### config.mk
export PLATFORM = sky130hd
export DESIGN_NAME = tcp_checksum_engine_flat
export DESIGN_NICKNAME = d
export VERILOG_FILES = /design/src/rtl/tcsum_pkg.sv /design/src/rtl/tcsum_if.sv /design/src/rtl/tcsum_front.sv /design/src/rtl/tcsum_fifo.sv /design/src/rtl/tcsum_back.sv /design/src/rtl/tcp_checksum_engine.sv /design/src/flat_wrapper.sv
export SDC_FILE = /design/constraint.sdc
export NUM_CORES = 1
export LEC_CHECK = 0
export ABC_AREA = 0
export BUFFER_PORTS_ARGS = -buffer_cell sky130_fd_sc_hd__buf_2
export CORE_MARGIN = 10
export CORE_UTILIZATION = 45
export DETAILED_ROUTE_END_ITERATION = 12
export PLACE_DENSITY = 0.7
export SLEW_MARGIN = 0
export SYNTH_ARGS = -nofsm -noshare
export SYNTH_HDL_FRONTEND = slang
export SYNTH_HIERARCHICAL = 1
export SYNTH_SLANG_ARGS = --single-unit
### constraint.sdc
create_clock -name clk -period 7.11 [get_ports clk]
set_input_delay 0.3555 -clock clk [delete_from_list [all_inputs] [get_ports clk]]
set_output_delay 0.3555 -clock clk [all_outputs]
set_load 0.01 [all_outputs]
### src/rtl/tcsum_pkg.sv
package tcsum_pkg;

  localparam int unsigned WORD_W     = 16;
  localparam int unsigned IP_ADDR_W  = 32;
  localparam int unsigned PROTO_W    = 8;
  localparam int unsigned CFG_DATA_W = 32;
  localparam int unsigned CFG_ADDR_W = 3;

  localparam logic [PROTO_W-1:0] PROTO_RESET = 8'd6;

  // register index, taken from paddr above the byte offset
  localparam logic REG_PROTOCOL_NUMBER = 1'b0;

  // one finished segment handed from the front to the back
  typedef struct packed {
    logic [WORD_W-1:0]    sum;
    logic [WORD_W-1:0]    len;
    logic [IP_ADDR_W-1:0] src;
    logic [IP_ADDR_W-1:0] dst;
  } tcsum_entry_t;

endpackage

### src/rtl/tcsum_if.sv
interface tcsum_in_if;
  import tcsum_pkg::*;

  logic                 valid;
  logic                 ready;
  logic [WORD_W-1:0]    data_word;
  logic                 single_byte;
  logic                 last_word;
  logic [IP_ADDR_W-1:0] src_addr;
  logic [IP_ADDR_W-1:0] dst_addr;

  modport source (
    output valid, data_word, single_byte, last_word, src_addr, dst_addr,
    input  ready
  );
  modport sink (
    input  valid, data_word, single_byte, last_word, src_addr, dst_addr,
    output ready
  );
endinterface

interface tcsum_out_if;
  import tcsum_pkg::*;

  logic              valid;
  logic              ready;
  logic [WORD_W-1:0] checksum;

  modport source (output valid, checksum, input ready);
  modport sink (input valid, checksum, output ready);
endinterface

### src/rtl/tcsum_front.sv
module tcsum_front #(
  parameter int unsigned CHECKSUM_WORD_POS = 8
) (
  input  logic                   clk,
  input  logic                   rst_n,
  tcsum_in_if.sink               in_ch,
  output logic                   push_valid,
  input  logic                   push_ready,
  output tcsum_pkg::tcsum_entry_t push_data
);
  import tcsum_pkg::*;

  logic [WORD_W-1:0] acc_r, acc_nxt;
  logic [WORD_W-1:0] cnt_r, cnt_nxt;
  logic              single;
  logic              accept;
  logic [WORD_W-1:0] word;
  logic [WORD_W:0]   raw_sum;
  logic [WORD_W-1:0] sum_add;
  logic [WORD_W-1:0] sum_upd;
  logic [WORD_W-1:0] len_upd;

  assign in_ch.ready = push_ready;
  assign accept      = in_ch.valid & push_ready;
  assign push_valid  = in_ch.valid & in_ch.last_word;

  always_comb begin
    single  = in_ch.last_word & in_ch.single_byte;
    word    = single ? {in_ch.data_word[WORD_W-1:8], 8'h00} : in_ch.data_word;
    raw_sum = {1'b0, acc_r} + {1'b0, word};
    // end-around carry
    sum_add = raw_sum[WORD_W-1:0] + {{(WORD_W-1){1'b0}}, raw_sum[WORD_W]};
    // checksum field is counted in the length but not summed
    sum_upd = (cnt_r[WORD_W-1:1] == (WORD_W-1)'(CHECKSUM_WORD_POS)) ? acc_r : sum_add;
    len_upd = cnt_r + (single ? 16'd1 : 16'd2);

    push_data.sum = sum_upd;
    push_data.len = len_upd;
    push_data.src = in_ch.src_addr;
    push_data.dst = in_ch.dst_addr;

    acc_nxt = acc_r;
    cnt_nxt = cnt_r;
    if (accept) begin
      if (in_ch.last_word) begin
        acc_nxt = '0;
        cnt_nxt = '0;
      end else begin
        acc_nxt = sum_upd;
        cnt_nxt = len_upd;
      end
    end
  end

  always_ff @(posedge clk) begin
    if (!rst_n) begin
      acc_r <= '0;
      cnt_r <= '0;
    end else begin
      acc_r <= acc_nxt;
      cnt_r <= cnt_nxt;
    end
  end

  // segment state is cleared once the final transfer is taken
  a_clear_after_last: assert property (@(posedge clk) disable iff (!rst_n)
    (accept && in_ch.last_word) |=> (acc_r == '0 && cnt_r == '0))
    else $error("segment state not cleared after last word");

endmodule

### src/rtl/tcsum_fifo.sv
module tcsum_fifo (
  input  logic                    clk,
  input  logic                    rst_n,
  input  logic                    push_valid,
  output logic                    push_ready,
  input  tcsum_pkg::tcsum_entry_t push_data,
  output logic                    pop_valid,
  input  logic                    pop_ready,
  output tcsum_pkg::tcsum_entry_t pop_data
);
  import tcsum_pkg::*;

  localparam int unsigned DEPTH = 2;

  tcsum_entry_t mem_r [DEPTH];
  logic         wr_ptr_r, wr_ptr_nxt;
  logic         rd_ptr_r, rd_ptr_nxt;
  logic [1:0]   cnt_r, cnt_nxt;
  logic         push;
  logic         pop;

  assign push_ready = (cnt_r != 2'(DEPTH));
  assign pop_valid  = (cnt_r != 2'd0);
  assign push       = push_valid & push_ready;
  assign pop        = pop_valid & pop_ready;
  assign pop_data   = mem_r[rd_ptr_r];

  always_comb begin
    wr_ptr_nxt = push ? ~wr_ptr_r : wr_ptr_r;
    rd_ptr_nxt = pop ? ~rd_ptr_r : rd_ptr_r;
    cnt_nxt    = cnt_r + {1'b0, push} - {1'b0, pop};
  end

  always_ff @(posedge clk) begin
    if (!rst_n) begin
      wr_ptr_r <= 1'b0;
      rd_ptr_r <= 1'b0;
      cnt_r    <= '0;
    end else begin
      wr_ptr_r <= wr_ptr_nxt;
      rd_ptr_r <= rd_ptr_nxt;
      cnt_r    <= cnt_nxt;
    end
  end

  always_ff @(posedge clk) begin
    if (push) begin
      mem_r[wr_ptr_r] <= push_data;
    end
  end

  a_cnt_bound: assert property (@(posedge clk) disable iff (!rst_n)
    cnt_r <= 2'(DEPTH))
    else $error("queue occupancy above depth");

  a_ptr_track: assert property (@(posedge clk) disable iff (!rst_n)
    (cnt_r == 2'd0 || cnt_r == 2'(DEPTH)) |-> (wr_ptr_r == rd_ptr_r))
    else $error("queue pointers disagree with occupancy");

endmodule

### src/rtl/tcsum_back.sv
module tcsum_back (
  input  logic                    clk,
  input  logic                    rst_n,
  input  logic [7:0]              protocol_number,
  input  logic                    pop_valid,
  output logic                    pop_ready,
  input  tcsum_pkg::tcsum_entry_t pop_data,
  tcsum_out_if.source             out_ch
);
  import tcsum_pkg::*;

  logic                v1_r, v1_nxt;
  logic [WORD_W+1:0]   p1_r, p1_nxt;
  logic [WORD_W+1:0]   p2_r, p2_nxt;
  logic [PROTO_W-1:0]  proto_r;
  logic                v2_r, v2_nxt;
  logic [WORD_W+2:0]   tot_r, tot_nxt;
  logic                out_valid_r, out_valid_nxt;
  logic [WORD_W-1:0]   chk_r, chk_nxt;
  logic                adv;
  logic [WORD_W:0]     fold1;
  logic [WORD_W-1:0]   fold2;

  // whole pipeline holds while a finished result waits
  assign adv       = ~(out_valid_r & ~out_ch.ready);
  assign pop_ready = adv;

  assign out_ch.valid    = out_valid_r;
  assign out_ch.checksum = chk_r;

  always_comb begin
    p1_nxt = {2'b00, pop_data.sum}
           + {2'b00, pop_data.src[IP_ADDR_W-1:WORD_W]}
           + {2'b00, pop_data.src[WORD_W-1:0]};
    p2_nxt = {2'b00, pop_data.dst[IP_ADDR_W-1:WORD_W]}
           + {2'b00, pop_data.dst[WORD_W-1:0]}
           + {2'b00, pop_data.len};
    tot_nxt = {1'b0, p1_r} + {1'b0, p2_r} + {{(WORD_W+3-PROTO_W){1'b0}}, proto_r};
    // two folds bring the sum back to 16 bits
    fold1   = {1'b0, tot_r[WORD_W-1:0]} + {{(WORD_W-2){1'b0}}, tot_r[WORD_W+2:WORD_W]};
    fold2   = fold1[WORD_W-1:0] + {{(WORD_W-1){1'b0}}, fold1[WORD_W]};
    chk_nxt = ~fold2;

    v1_nxt        = adv ? pop_valid : v1_r;
    v2_nxt        = adv ? v1_r : v2_r;
    out_valid_nxt = adv ? v2_r : out_valid_r;
  end

  always_ff @(posedge clk) begin
    if (!rst_n) begin
      v1_r        <= 1'b0;
      v2_r        <= 1'b0;
      out_valid_r <= 1'b0;
    end else begin
      v1_r        <= v1_nxt;
      v2_r        <= v2_nxt;
      out_valid_r <= out_valid_nxt;
    end
  end

  always_ff @(posedge clk) begin
    if (adv) begin
      p1_r    <= p1_nxt;
      p2_r    <= p2_nxt;
      proto_r <= protocol_number;
      tot_r   <= tot_nxt;
      chk_r   <= chk_nxt;
    end
  end

  a_stall_holds: assert property (@(posedge clk) disable iff (!rst_n)
    !adv |=> ($stable(v1_r) && $stable(v2_r) && $stable(out_valid_r) && $stable(chk_r)))
    else $error("pipeline moved during stall");

endmodule

### src/rtl/tcp_checksum_engine.sv
// TCP checksum engine over an IPv4 pseudo header. Segment words (first byte in bits 15..8)
// enter on in_ch at up to one transfer per cycle; the word at CHECKSUM_WORD_POS is counted
// but not summed, and a final single-byte transfer is zero padded. The transfer marked
// last also carries the source and destination addresses; its checksum passes the queue,
// the registered partial sums, total and fold, and is held on out_ch until out_ch is ready.
// The front takes one word per cycle while in_ch.ready is high, with an end-around-carry
// add; a two-entry queue before the pseudo-header pipeline lets input flow while a result
// waits, until the queue fills. protocol_number sits at byte address 0 of the APB port
// (reset 6); the user must write it only while the engine is idle; the engine does not enforce it.
module tcp_checksum_engine #(
  parameter int unsigned CHECKSUM_WORD_POS = 8
) (
  input  logic                               clk,
  input  logic                               rst_n,
  tcsum_in_if.sink                           in_ch,
  tcsum_out_if.source                        out_ch,
  input  logic                               cfg_psel,
  input  logic                               cfg_penable,
  input  logic                               cfg_pwrite,
  input  logic [tcsum_pkg::CFG_ADDR_W-1:0]   cfg_paddr,
  input  logic [tcsum_pkg::CFG_DATA_W-1:0]   cfg_pwdata,
  output logic [tcsum_pkg::CFG_DATA_W-1:0]   cfg_prdata,
  output logic                               cfg_pready
);
  import tcsum_pkg::*;

  logic [PROTO_W-1:0] proto_r, proto_nxt;
  logic               cfg_wr;
  logic               sel_proto;
  logic               push_valid;
  logic               push_ready;
  tcsum_entry_t       push_data;
  logic               pop_valid;
  logic               pop_ready;
  tcsum_entry_t       pop_data;

  assign cfg_pready = 1'b1;
  assign sel_proto  = (cfg_paddr[CFG_ADDR_W-1:2] == REG_PROTOCOL_NUMBER);
  assign cfg_wr     = cfg_psel & cfg_penable & cfg_pwrite & cfg_pready;

  always_comb begin
    proto_nxt  = (cfg_wr && sel_proto) ? cfg_pwdata[PROTO_W-1:0] : proto_r;
    cfg_prdata = sel_proto ? {{(CFG_DATA_W-PROTO_W){1'b0}}, proto_r} : '0;
  end

  always_ff @(posedge clk) begin
    if (!rst_n) begin
      proto_r <= PROTO_RESET;
    end else begin
      proto_r <= proto_nxt;
    end
  end

  tcsum_front #(
    .CHECKSUM_WORD_POS (CHECKSUM_WORD_POS)
  ) u_front (
    .clk        (clk),
    .rst_n      (rst_n),
    .in_ch      (in_ch),
    .push_valid (push_valid),
    .push_ready (push_ready),
    .push_data  (push_data)
  );

  tcsum_fifo u_fifo (
    .clk        (clk),
    .rst_n      (rst_n),
    .push_valid (push_valid),
    .push_ready (push_ready),
    .push_data  (push_data),
    .pop_valid  (pop_valid),
    .pop_ready  (pop_ready),
    .pop_data   (pop_data)
  );

  tcsum_back u_back (
    .clk             (clk),
    .rst_n           (rst_n),
    .protocol_number (proto_r),
    .pop_valid       (pop_valid),
    .pop_ready       (pop_ready),
    .pop_data        (pop_data),
    .out_ch          (out_ch)
  );

endmodule
### src/flat_wrapper.sv
// flat-port wrapper written by rule: the top's interface ports become plain ports
module tcp_checksum_engine_flat import tcsum_pkg::*;
#(
  parameter int unsigned CHECKSUM_WORD_POS = 8
)
  (clk, rst_n, cfg_psel, cfg_penable, cfg_pwrite, cfg_paddr, cfg_pwdata, cfg_prdata, cfg_pready, in_ch_valid, in_ch_data_word, in_ch_single_byte, in_ch_last_word, in_ch_src_addr, in_ch_dst_addr, in_ch_ready, out_ch_valid, out_ch_checksum, out_ch_ready);
  tcsum_in_if in_ch_i ();
  tcsum_out_if out_ch_i ();
  input  logic clk;
  input  logic rst_n;
  input  logic cfg_psel;
  input  logic cfg_penable;
  input  logic cfg_pwrite;
  input  logic [tcsum_pkg::CFG_ADDR_W-1:0] cfg_paddr;
  input  logic [tcsum_pkg::CFG_DATA_W-1:0] cfg_pwdata;
  output logic [tcsum_pkg::CFG_DATA_W-1:0] cfg_prdata;
  output logic cfg_pready;
  input wire logic [$bits(in_ch_i.valid)-1:0] in_ch_valid;
  input wire logic [$bits(in_ch_i.data_word)-1:0] in_ch_data_word;
  input wire logic [$bits(in_ch_i.single_byte)-1:0] in_ch_single_byte;
  input wire logic [$bits(in_ch_i.last_word)-1:0] in_ch_last_word;
  input wire logic [$bits(in_ch_i.src_addr)-1:0] in_ch_src_addr;
  input wire logic [$bits(in_ch_i.dst_addr)-1:0] in_ch_dst_addr;
  output wire logic [$bits(in_ch_i.ready)-1:0] in_ch_ready;
  output wire logic [$bits(out_ch_i.valid)-1:0] out_ch_valid;
  output wire logic [$bits(out_ch_i.checksum)-1:0] out_ch_checksum;
  input wire logic [$bits(out_ch_i.ready)-1:0] out_ch_ready;
  assign in_ch_i.valid = in_ch_valid;
  assign in_ch_i.data_word = in_ch_data_word;
  assign in_ch_i.single_byte = in_ch_single_byte;
  assign in_ch_i.last_word = in_ch_last_word;
  assign in_ch_i.src_addr = in_ch_src_addr;
  assign in_ch_i.dst_addr = in_ch_dst_addr;
  assign in_ch_ready = in_ch_i.ready;
  assign out_ch_valid = out_ch_i.valid;
  assign out_ch_checksum = out_ch_i.checksum;
  assign out_ch_i.ready = out_ch_ready;
  tcp_checksum_engine #(.CHECKSUM_WORD_POS(CHECKSUM_WORD_POS)) u_core (.clk(clk), .rst_n(rst_n), .in_ch(in_ch_i), .out_ch(out_ch_i), .cfg_psel(cfg_psel), .cfg_penable(cfg_penable), .cfg_pwrite(cfg_pwrite), .cfg_paddr(cfg_paddr), .cfg_pwdata(cfg_pwdata), .cfg_prdata(cfg_prdata), .cfg_pready(cfg_pready));
endmodule
==> impl_metrics.json <==
{
  "muxShareOfSynthArea_pct": 7.67,
  "yosysTopAreaCellShare_pct": 44.9,
  "num_vias": 10883,
  "ys_types": 93,
  "firstDrtPassIters": 7,
  "clk_pin_slew_ns": 0.06,
  "post-route-period-util_pct": 70.1,
  "cp_data_required_time_ns": 7.39,
  "ys_warn_count": 6,
  "route.detailed.drc": 0,
  "drt_iter0_drc": 590,
  "core-area_um2": 39700,
  "grt_antenna_before_repair": 0,
  "whs_ns": 0.0265,
  "synth_commonest_cells": "edfxtp_1, ha_1, buf_4",
  "cts_resized": 0,
  "via_per_inst": 5.21,
  "drt-total-wl_mm": 35.0,
  "synth_ff_type": "edfxtp_1",
  "start_util_pct": 45.6,
  "die_h_um": 221,
  "io-pin-count": 175,
  "drive_gt1_share_pct": 21.1,
  "clk-insertion-delay-late_ns": 0.52,
  "detail-route-antenna-nets": 0,
  "power_density_nw_per_um2": 445,
  "p_leak_nw": 7.96,
  "io_buffer_count": 123,
  "dp_hpwl_mm": 25.7,
  "dr_wl_met2_mm": 16.8,
  "synth-simple-area-share_pct": 9.17,
  "synth_top_family_by_area": "compound AO/OA/AOI/OAI gates",
  "synth-edff-count": 271,
  "ff2ff_path_depth": 18,
  "grt_pass1_wl_mm": 55.8,
  "antennaDiodeCount": 0,
  "wl_met3_mm": 1.91,
  "setup_tns_ns": 0,
  "rows": 73,
  "highest_layer": "met4",
  "synth_most_common_cell": "edfxtp_1",
  "cp-start-kind": "flip-flop",
  "synth-xor-area-share_pct": 5.30,
  "drv_cap": 0,
  "routedWlPerCell_um": 16.7,
  "wl_met1_mm": 15.6,
  "post-route-util_pct": 50.5,
  "numCtsBuffers": 37,
  "slew_viol_final": 0,
  "multi_input_area_um2": 7980,
  "cts_tree": "built",
  "path_class": "flip-flop to flip-flop",
  "synth_area_leaders": "edfxtp_1, ha_1, dfxtp_1, buf_4, mux2_2",
  "maxSlewHeadroom_pct": 26.1,
  "hp-class": "input pin to flip-flop",
  "grt_max_degree": 84,
  "fmax_mhz": 201,
  "regArea_um2": 9100,
  "layoutNonFillerInstCount": 2090,
  "globalplace.congestion": 0.887,
  "endpoint_kind": "flip-flop",
  "die_area_um2": 48700,
  "setup.worst_path.end": "u_core/u_back/p1_r[17]",
  "grt_pass1_vias": 10982,
  "synth_compound_area_share_pct": 10.8,
  "clock_skew_ns": 0.0189,
  "async_reset_ff_share_pct": 0,
  "nets": 1796,
  "netlist_area_um2": 18100,
  "ys_seq_area_share_pct": 50.2,
  "die_w_um": 221,
  "crit_fanout": 49,
  "fillCellCount": 3422,
  "grt_overflow": 0,
  "syn2layout_area_growth_pct": 10.8,
  "ir_worst_vdd_mv": 0.267,
  "r2r_end": "u_core/u_back/p1_r[17]",
  "rsz0062_at_grt": "no",
  "max-clock-path-buffers": 3,
  "tightest_slew_ns": 1.11,
  "synth.avg_cell_area_um2": 12.5,
  "setup_viol": 0,
  "grt_usage_pct": 14.2,
  "ys_ff_latch": 319,
  "cts_max_level": 2,
  "synthAdderAreaFrac_pct": 10.5,
  "crit_arrival_ns": 5.27,
  "fin_crit_ns": 4.99,
  "final_hold_viol_count": 0,
  "dp_cells": 2003,
  "status": "complete, no violations",
  "r2r_slack_ns": 2.12,
  "synth_cells": 1448,
  "root_buffer": "clkbuf_16",
  "yosysTopAreaCell": "edfxtp_1",
  "clkSinkCount": 319
}
==> per-layer routing <==
layer | vias to the layer above | GRT usage [%]
met5 | - | 0
met4 | 0 | 3.94
met3 | 53 | 2.53
met2 | 259 | 23.8
met1 | 5167 | 18.5
li1 | 5404 | -
==> worst max-delay path, cell delays in order (launching register included) <==
cell and delay [ns]:
dfxtp_4 0.87, mux2_2 0.45, ha_1 0.22, inv_1 0.07, fa_1 0.19, nor2b_1 0.07, o31a_1 0.27, o211a_1 0.27
o21ai_0 0.17, nand2b_1 0.08, a21oi_1 0.19, xnor2_1 0.21, ha_1 0.33, o21a_1 0.18, a221oi_1 0.28, a21boi_0 0.33
o21ai_0 0.18, o21a_1 0.21, o21a_1 0.16
==> power by group <==
part	internal (mW)	total, mW	leakage [nW]	switching (mW)
registers	2.64	2.85	2.97	0.215
logic	1.85	4.18	4.39	2.33
clock network	1.17	1.89	0.596	0.719
==> layout make-up <==
type,instances,share of cell area [%]
timing repair buffer,151,4.39
sequential,319,45.3
clock buffer,45,4.92
tap,525,3.27
clock inverter,20,1.20
inverter,59,1.10
multi-input combinational,971,39.8
==> stage by stage <==
step / cell area, um2 / setup WS (ns) / total power [mW]
after floorplan: 18200 / 1.46 / 6.13
after global placement: 18600 / 2.07 / 6.92
after detailed placement: 18600 / 1.98 / 7.03
after CTS: 20100 / 2.16 / 8.97
after global routing: 20100 / 1.85 / 9.56
final: 20100 / 2.12 / 8.92
==> registers in the layout, summed over array words and instances (netlist names), named ones only <==
register and count:
u_core/u_back/p2_r 18, u_core/u_back/tot_r 19, u_core/u_front/acc_r 16, u_core/proto_r 8, u_core/u_back/v2_r 1, u_core/u_fifo/cnt_r 2, u_core/u_back/p1_r 18, u_core/u_back/out_ch.valid 1
u_core/u_back/proto_r 8, u_core/u_front/cnt_r 16, u_core/u_fifo/wr_ptr_r 1, u_core/u_back/out_ch.checksum 16, u_core/u_fifo/mem_r 192, u_core/u_back/v1_r 1, u_core/u_fifo/rd_ptr_r 1
==> logic make-up (layout without fill, tap and decap cells) <==
kind of cell             after synthesis  in the layout
adder cells (fa/ha/maj)              133            133
flip-flops                           319            319
AO/OA/AOI/OAI                        284            284
XOR/XNOR                             108            108
other                                  2             25
buffers and inverters                181            275
AND/OR/NAND/NOR                      310            310
multiplexers                         111            111
==> worst min-delay path by stage <==
stage                       startpoint                         end  slack [ns]  cells after the start
2_1_floorplan  u_core/u_front/cnt_r[0]     u_core/u_front/cnt_r[0]        0.42                      2
6_report             in_ch_src_addr[1]  u_core/u_fifo/mem_r[0][33]        0.03                      1
5_1_grt             in_ch_src_addr[28]  u_core/u_fifo/mem_r[1][60]       0.001                      1
3_5_place_dp   u_core/u_front/cnt_r[0]     u_core/u_front/cnt_r[0]        0.44                      2
4_1_cts              in_ch_src_addr[1]  u_core/u_fifo/mem_r[0][33]      0.0009                      1
3_3_place_gp   u_core/u_front/cnt_r[0]     u_core/u_front/cnt_r[0]        0.42                      2
==> placed cells by master, fill, tap and decap left out, types with 7 or more instances in the layout <==
cell / synthesis / final
a211oi_1: 8 / 8
a21boi_0: 8 / 8
a21o_1: 25 / 25
a21oi_1: 75 / 75
a22oi_1: 19 / 19
and2_1: 23 / 23
and2b_2: 10 / 10
and3_1: 16 / 15
buf_2: 8 / 123
clkbuf_16: 0 / 38
clkinv_1: 0 / 7
conb_1: 2 / 25
dfxtp_1: 48 / 47
dlygate4sd3_1: 0 / 22
edfxtp_1: 271 / 271
fa_1: 31 / 31
ha_1: 102 / 102
inv_1: 59 / 59
mux2_2: 59 / 59
mux2_4: 41 / 41
mux2i_1: 11 / 11
nand2_1: 70 / 70
nand2b_1: 9 / 8
nand3_1: 21 / 21
nor2_1: 64 / 63
nor2b_1: 37 / 37
nor3_1: 12 / 12
nor4_1: 7 / 7
o211ai_1: 9 / 9
o21a_1: 15 / 15
o21ai_0: 48 / 48
o21bai_1: 14 / 14
xnor2_1: 64 / 64
xor2_1: 43 / 43
==> what timing repair did <==
item | CTS | global route
buffers inserted | 0 | 0
hold buffers | 22 | 0
endpoints found under the hold margin | 43 | 0
No activity file was read; power rests on OpenSTA's default activity.
